==> src/rtl/c8ic_disp.sv <==
// Display memory of the CHIP-8 core: 32 rows of 64 pixels, one write and one
// registered read per cycle. Depends on nothing.
`default_nettype none
module c8ic_disp (
    input  wire logic        i_clk,
    input  wire logic        i_we,
    input  wire logic [4:0]  i_waddr,
    input  wire logic [63:0] i_wdata,
    input  wire logic [4:0]  i_raddr,
    output logic      [63:0] o_rdata
);
    logic [63:0] r_rows [0:31];

    always_ff @(posedge i_clk) begin
        if (i_we) begin
            r_rows[i_waddr] <= i_wdata;
        end
        o_rdata <= r_rows[i_raddr];
    end
endmodule
`default_nettype wire

==> config.mk <==
export PLATFORM = sky130hd
export DESIGN_NAME = c8ic_disp
export DESIGN_NICKNAME = d
export VERILOG_FILES = /design/src/rtl/c8ic_disp.sv
export SDC_FILE = /design/constraint.sdc
export NUM_CORES = 2
export LEC_CHECK = 0
export ABC_AREA = 0
export ABC_CLOCK_PERIOD_IN_PS = 6700
export BUFFER_PORTS_ARGS = -buffer_cell sky130_fd_sc_hd__buf_2
export CELL_PAD_IN_SITES_DETAIL_PLACEMENT = 1
export CELL_PAD_IN_SITES_GLOBAL_PLACEMENT = 1
export CORE_MARGIN = 4
export CORE_UTILIZATION = 35
export CTS_CLUSTER_DIAMETER = 40
export DETAILED_ROUTE_END_ITERATION = 10
export PLACE_DENSITY_LB_ADDON = 0.3
export SLEW_MARGIN = 10
export SYNTH_ARGS = -nofsm -noshare
export SYNTH_HDL_FRONTEND = slang
export SYNTH_SLANG_ARGS = --single-unit
==> constraint.sdc <==
create_clock -name i_clk -period 6.7 [get_ports i_clk]
set_input_delay 0.67 -clock i_clk [delete_from_list [all_inputs] [get_ports i_clk]]
set_output_delay 0.67 -clock i_clk [all_outputs]
set_load 0.02 [all_outputs]
==> impl_metrics.tcl <==
set metrics [dict create \
    status "finished clean" \
    grt_pass1_vias 38500 \
    yosysTopAreaCell "edfxtp_1" \
    drt_iter0_drc 3606 \
    start_kind "input port" \
    grt_max_degree 109 \
    synthArstFlopShare_pct 0 \
    die_y_microns 483 \
    drive_above_1_share_pct 38.0 \
    syn_inst 3097 \
    rsz0062_at_grt "false" \
    slew_violations 0 \
    syn_to_final_growth_pct 18.8 \
    fin_cells 6695 \
    num_rows 174 \
    ctsHtreeMaxLevel 5 \
    tns_ns 0 \
    ctsHoldBuffers 0 \
    syn-cell-area_sq_um 79000 \
    synth.area.top_cells "edfxtp_1 (78%), mux4_2 (17%), dfxtp_1 (1.6%)" \
    ant_nets 0 \
    clkPwrFrac_pct 49.2 \
    synth_fp_nets 3173 \
    grt_util_all_layers_pct 17.8 \
    vias 35700 \
    path_cells "buf_2 -> nand3b_1 -> nor2_4 -> buf_4" \
    grt_pass1_wl_mm 294 \
    core-area_sq_um 225000 \
    antenna_found_initial 24 \
    dp.cells 6148 \
    die_area_sq_um 233000 \
    final.fill_count 20600 \
    hp-class "input port to register" \
    avgSynthCellArea_sq_um 25.5 \
    ys_types 31 \
    max-cap-violations 0 \
    viasPerCell 5.34 \
    drc 0 \
    p_comb_share_pct 4.2 \
    die_w_microns 483 \
    path_max_fanout 25 \
    clock-sinks 2112 \
    sw_frac_of_total_pct 21.6 \
    wl_mm 208 \
    tightestPinTransition_ns 1.22 \
    p_leak_nw 29.3 \
    avgRoutedWirePerCell_microns 31.1 \
    synth_edf_count 2048 \
    mostFrequentLayoutCell "edfxtp_1" \
    grt_overflow 0 \
    finish.net_count 3541 \
    cp_data_arrival_time_ns 3.34 \
    netlist.area_leader.share_pct 77.9 \
    dr.pass1.iters 7 \
    port-buffer-count 139 \
    finalHoldViolCount 0 \
    cts_root_buf "clkbuf_16" \
    final-setup-viol-count 0 \
    relSlewSlack_pct 18.8 \
    min_period_ns 2.84 \
    clockBufferDepth 4 \
    critPathKind "input port to register" \
    place_hpwl_mm 101 \
    p_switching_w 0.00685 \
    p_int_w 0.0249 \
    final_cell_mix "edfxtp_1 (2048), mux4_2 (602), clkbuf_16 (313)" \
    clk_latency_ns 0.91 \
    crit_slowest_cell "nor2_4" \
    ys_ff_latch 2112 \
    slowest_delay_ns 1.15 \
    cts_tree "built" \
    vdd_drop_max_uv 213 \
    skew_ns 0.0522 \
    cts_resized 0 \
    power_frac_seq_pct 46.6 \
    pin_count 140 \
    end_kind "register" \
    synth_ff_type "edfxtp_1" \
    fmax_mhz 352 \
    crit_required_ns 7.19 \
    fin_crit_sh_pct 42.5 \
    power.density_nw_per_um2 338 \
    path_clk_slew_ns 0.06 \
    post_cts_buffers 0 \
    yosysSeqAreaShare_pct 79.5 \
    initial_core_util_pct 35.1 \
    place_congestion 0.692 \
    cts_buffers 307 \
    ys_warn_count 0 \
]
synthesized netlist by cell type (all sizes together), types with 4 or more instances:
cell / number
a221oi: 12
o21ai: 9
nor2: 41
edfxtp: 2048
nor2b: 4
mux4: 602
and2: 4
dfxtp: 64
mux2: 74
clkbuf: 55
buf: 101
o22ai: 10
nand3b: 5
mux2i: 38
routing by layer:
| layer | track usage [%] | vias to the layer above | routed length, microns |
|---|---|---|---|
| met3 | 3.36 | 374 | 11500 |
| met2 | 29.4 | 1151 | 103000 |
| met5 | 0 | - | 21 |
| met4 | 5.33 | 4 | 5240 |
| met1 | 24.2 | 19800 | 87800 |
| li1 | - | 14400 | - |
critical path, delay by kind of cell:
| family | cells | cell delay (ns) |
|---|---|---|
| buffers and inverters | 2 | 0.76 |
| and+or+nand+nor | 2 | 1.81 |
cell type report:
cell class / instances / area, sq um / area share, %
diodes: 5 / 12.5 / 0.0133
clock buffers: 361 / 8080 / 8.62
clock inverters: 181 / 1840 / 1.96
inverters: 1 / 3.75 / 0.00400
multi-input cells: 828 / 15700 / 16.7
flip-flops and latches: 2112 / 62800 / 66.9
well taps: 2992 / 3740 / 3.99
repair buffers: 215 / 1680 / 1.79
final timing paths:
check / end / startpoint / slack, ns / depth (start not counted)
max: r_rows[22][46] / i_waddr[0] / 3.86 / 4
min: r_rows[5][50] / i_wdata[50] / 0.26 / 1
max reg2reg: o_rdata[46] / r_rows[14][46] / 4.66 / 4
min reg2reg: o_rdata[25] / r_rows[21][25] / 0.83 / 4
cells by family (layout without fill, tap and decap cells):
| group | count (synthesis) | after routing | share of synthesized area [%] |
|---|---|---|---|
| AND/OR/NAND/NOR | 64 | 64 | 0.379 |
| other | 0 | 5 | 0 |
| AO/OA/AOI/OAI | 50 | 50 | 0.466 |
| multiplexers | 714 | 714 | 18.7 |
| flip-flops | 2112 | 2112 | 79.5 |
| buffers and inverters | 157 | 758 | 0.944 |
metrics by stage:
step	util (%)	worst slack [ns]	area [sq um]	hold slack [ns]	total power, W
CTS	41.8	3.82	93800	0.191	0.0321
detailed placement	37.3	2.87	83900	0.817	0.0164
global route	41.8	3.80	93800	0.235	0.0327
global placement	37.3	2.83	83900	0.772	0.0164
floorplan	-	2.21	79000	0.722	0.0158
finish	41.8	3.86	93800	0.256	0.0317
sequential cells by signal (all words and copies together) (netlist names):
name and flops:
r_rows 2048, o_rdata 64
power by group through the flow:
stage	registers [W]	clock network, W	logic, W
global route	0.0148	0.0165	0.00142
CTS	0.0148	0.0159	0.00136
global placement	0.0151	0	0.00134
finish	0.0148	0.0156	0.00133
floorplan	0.0151	0	0.000737
detailed placement	0.0151	0	0.00136
(Power assumes the default switching activity.)
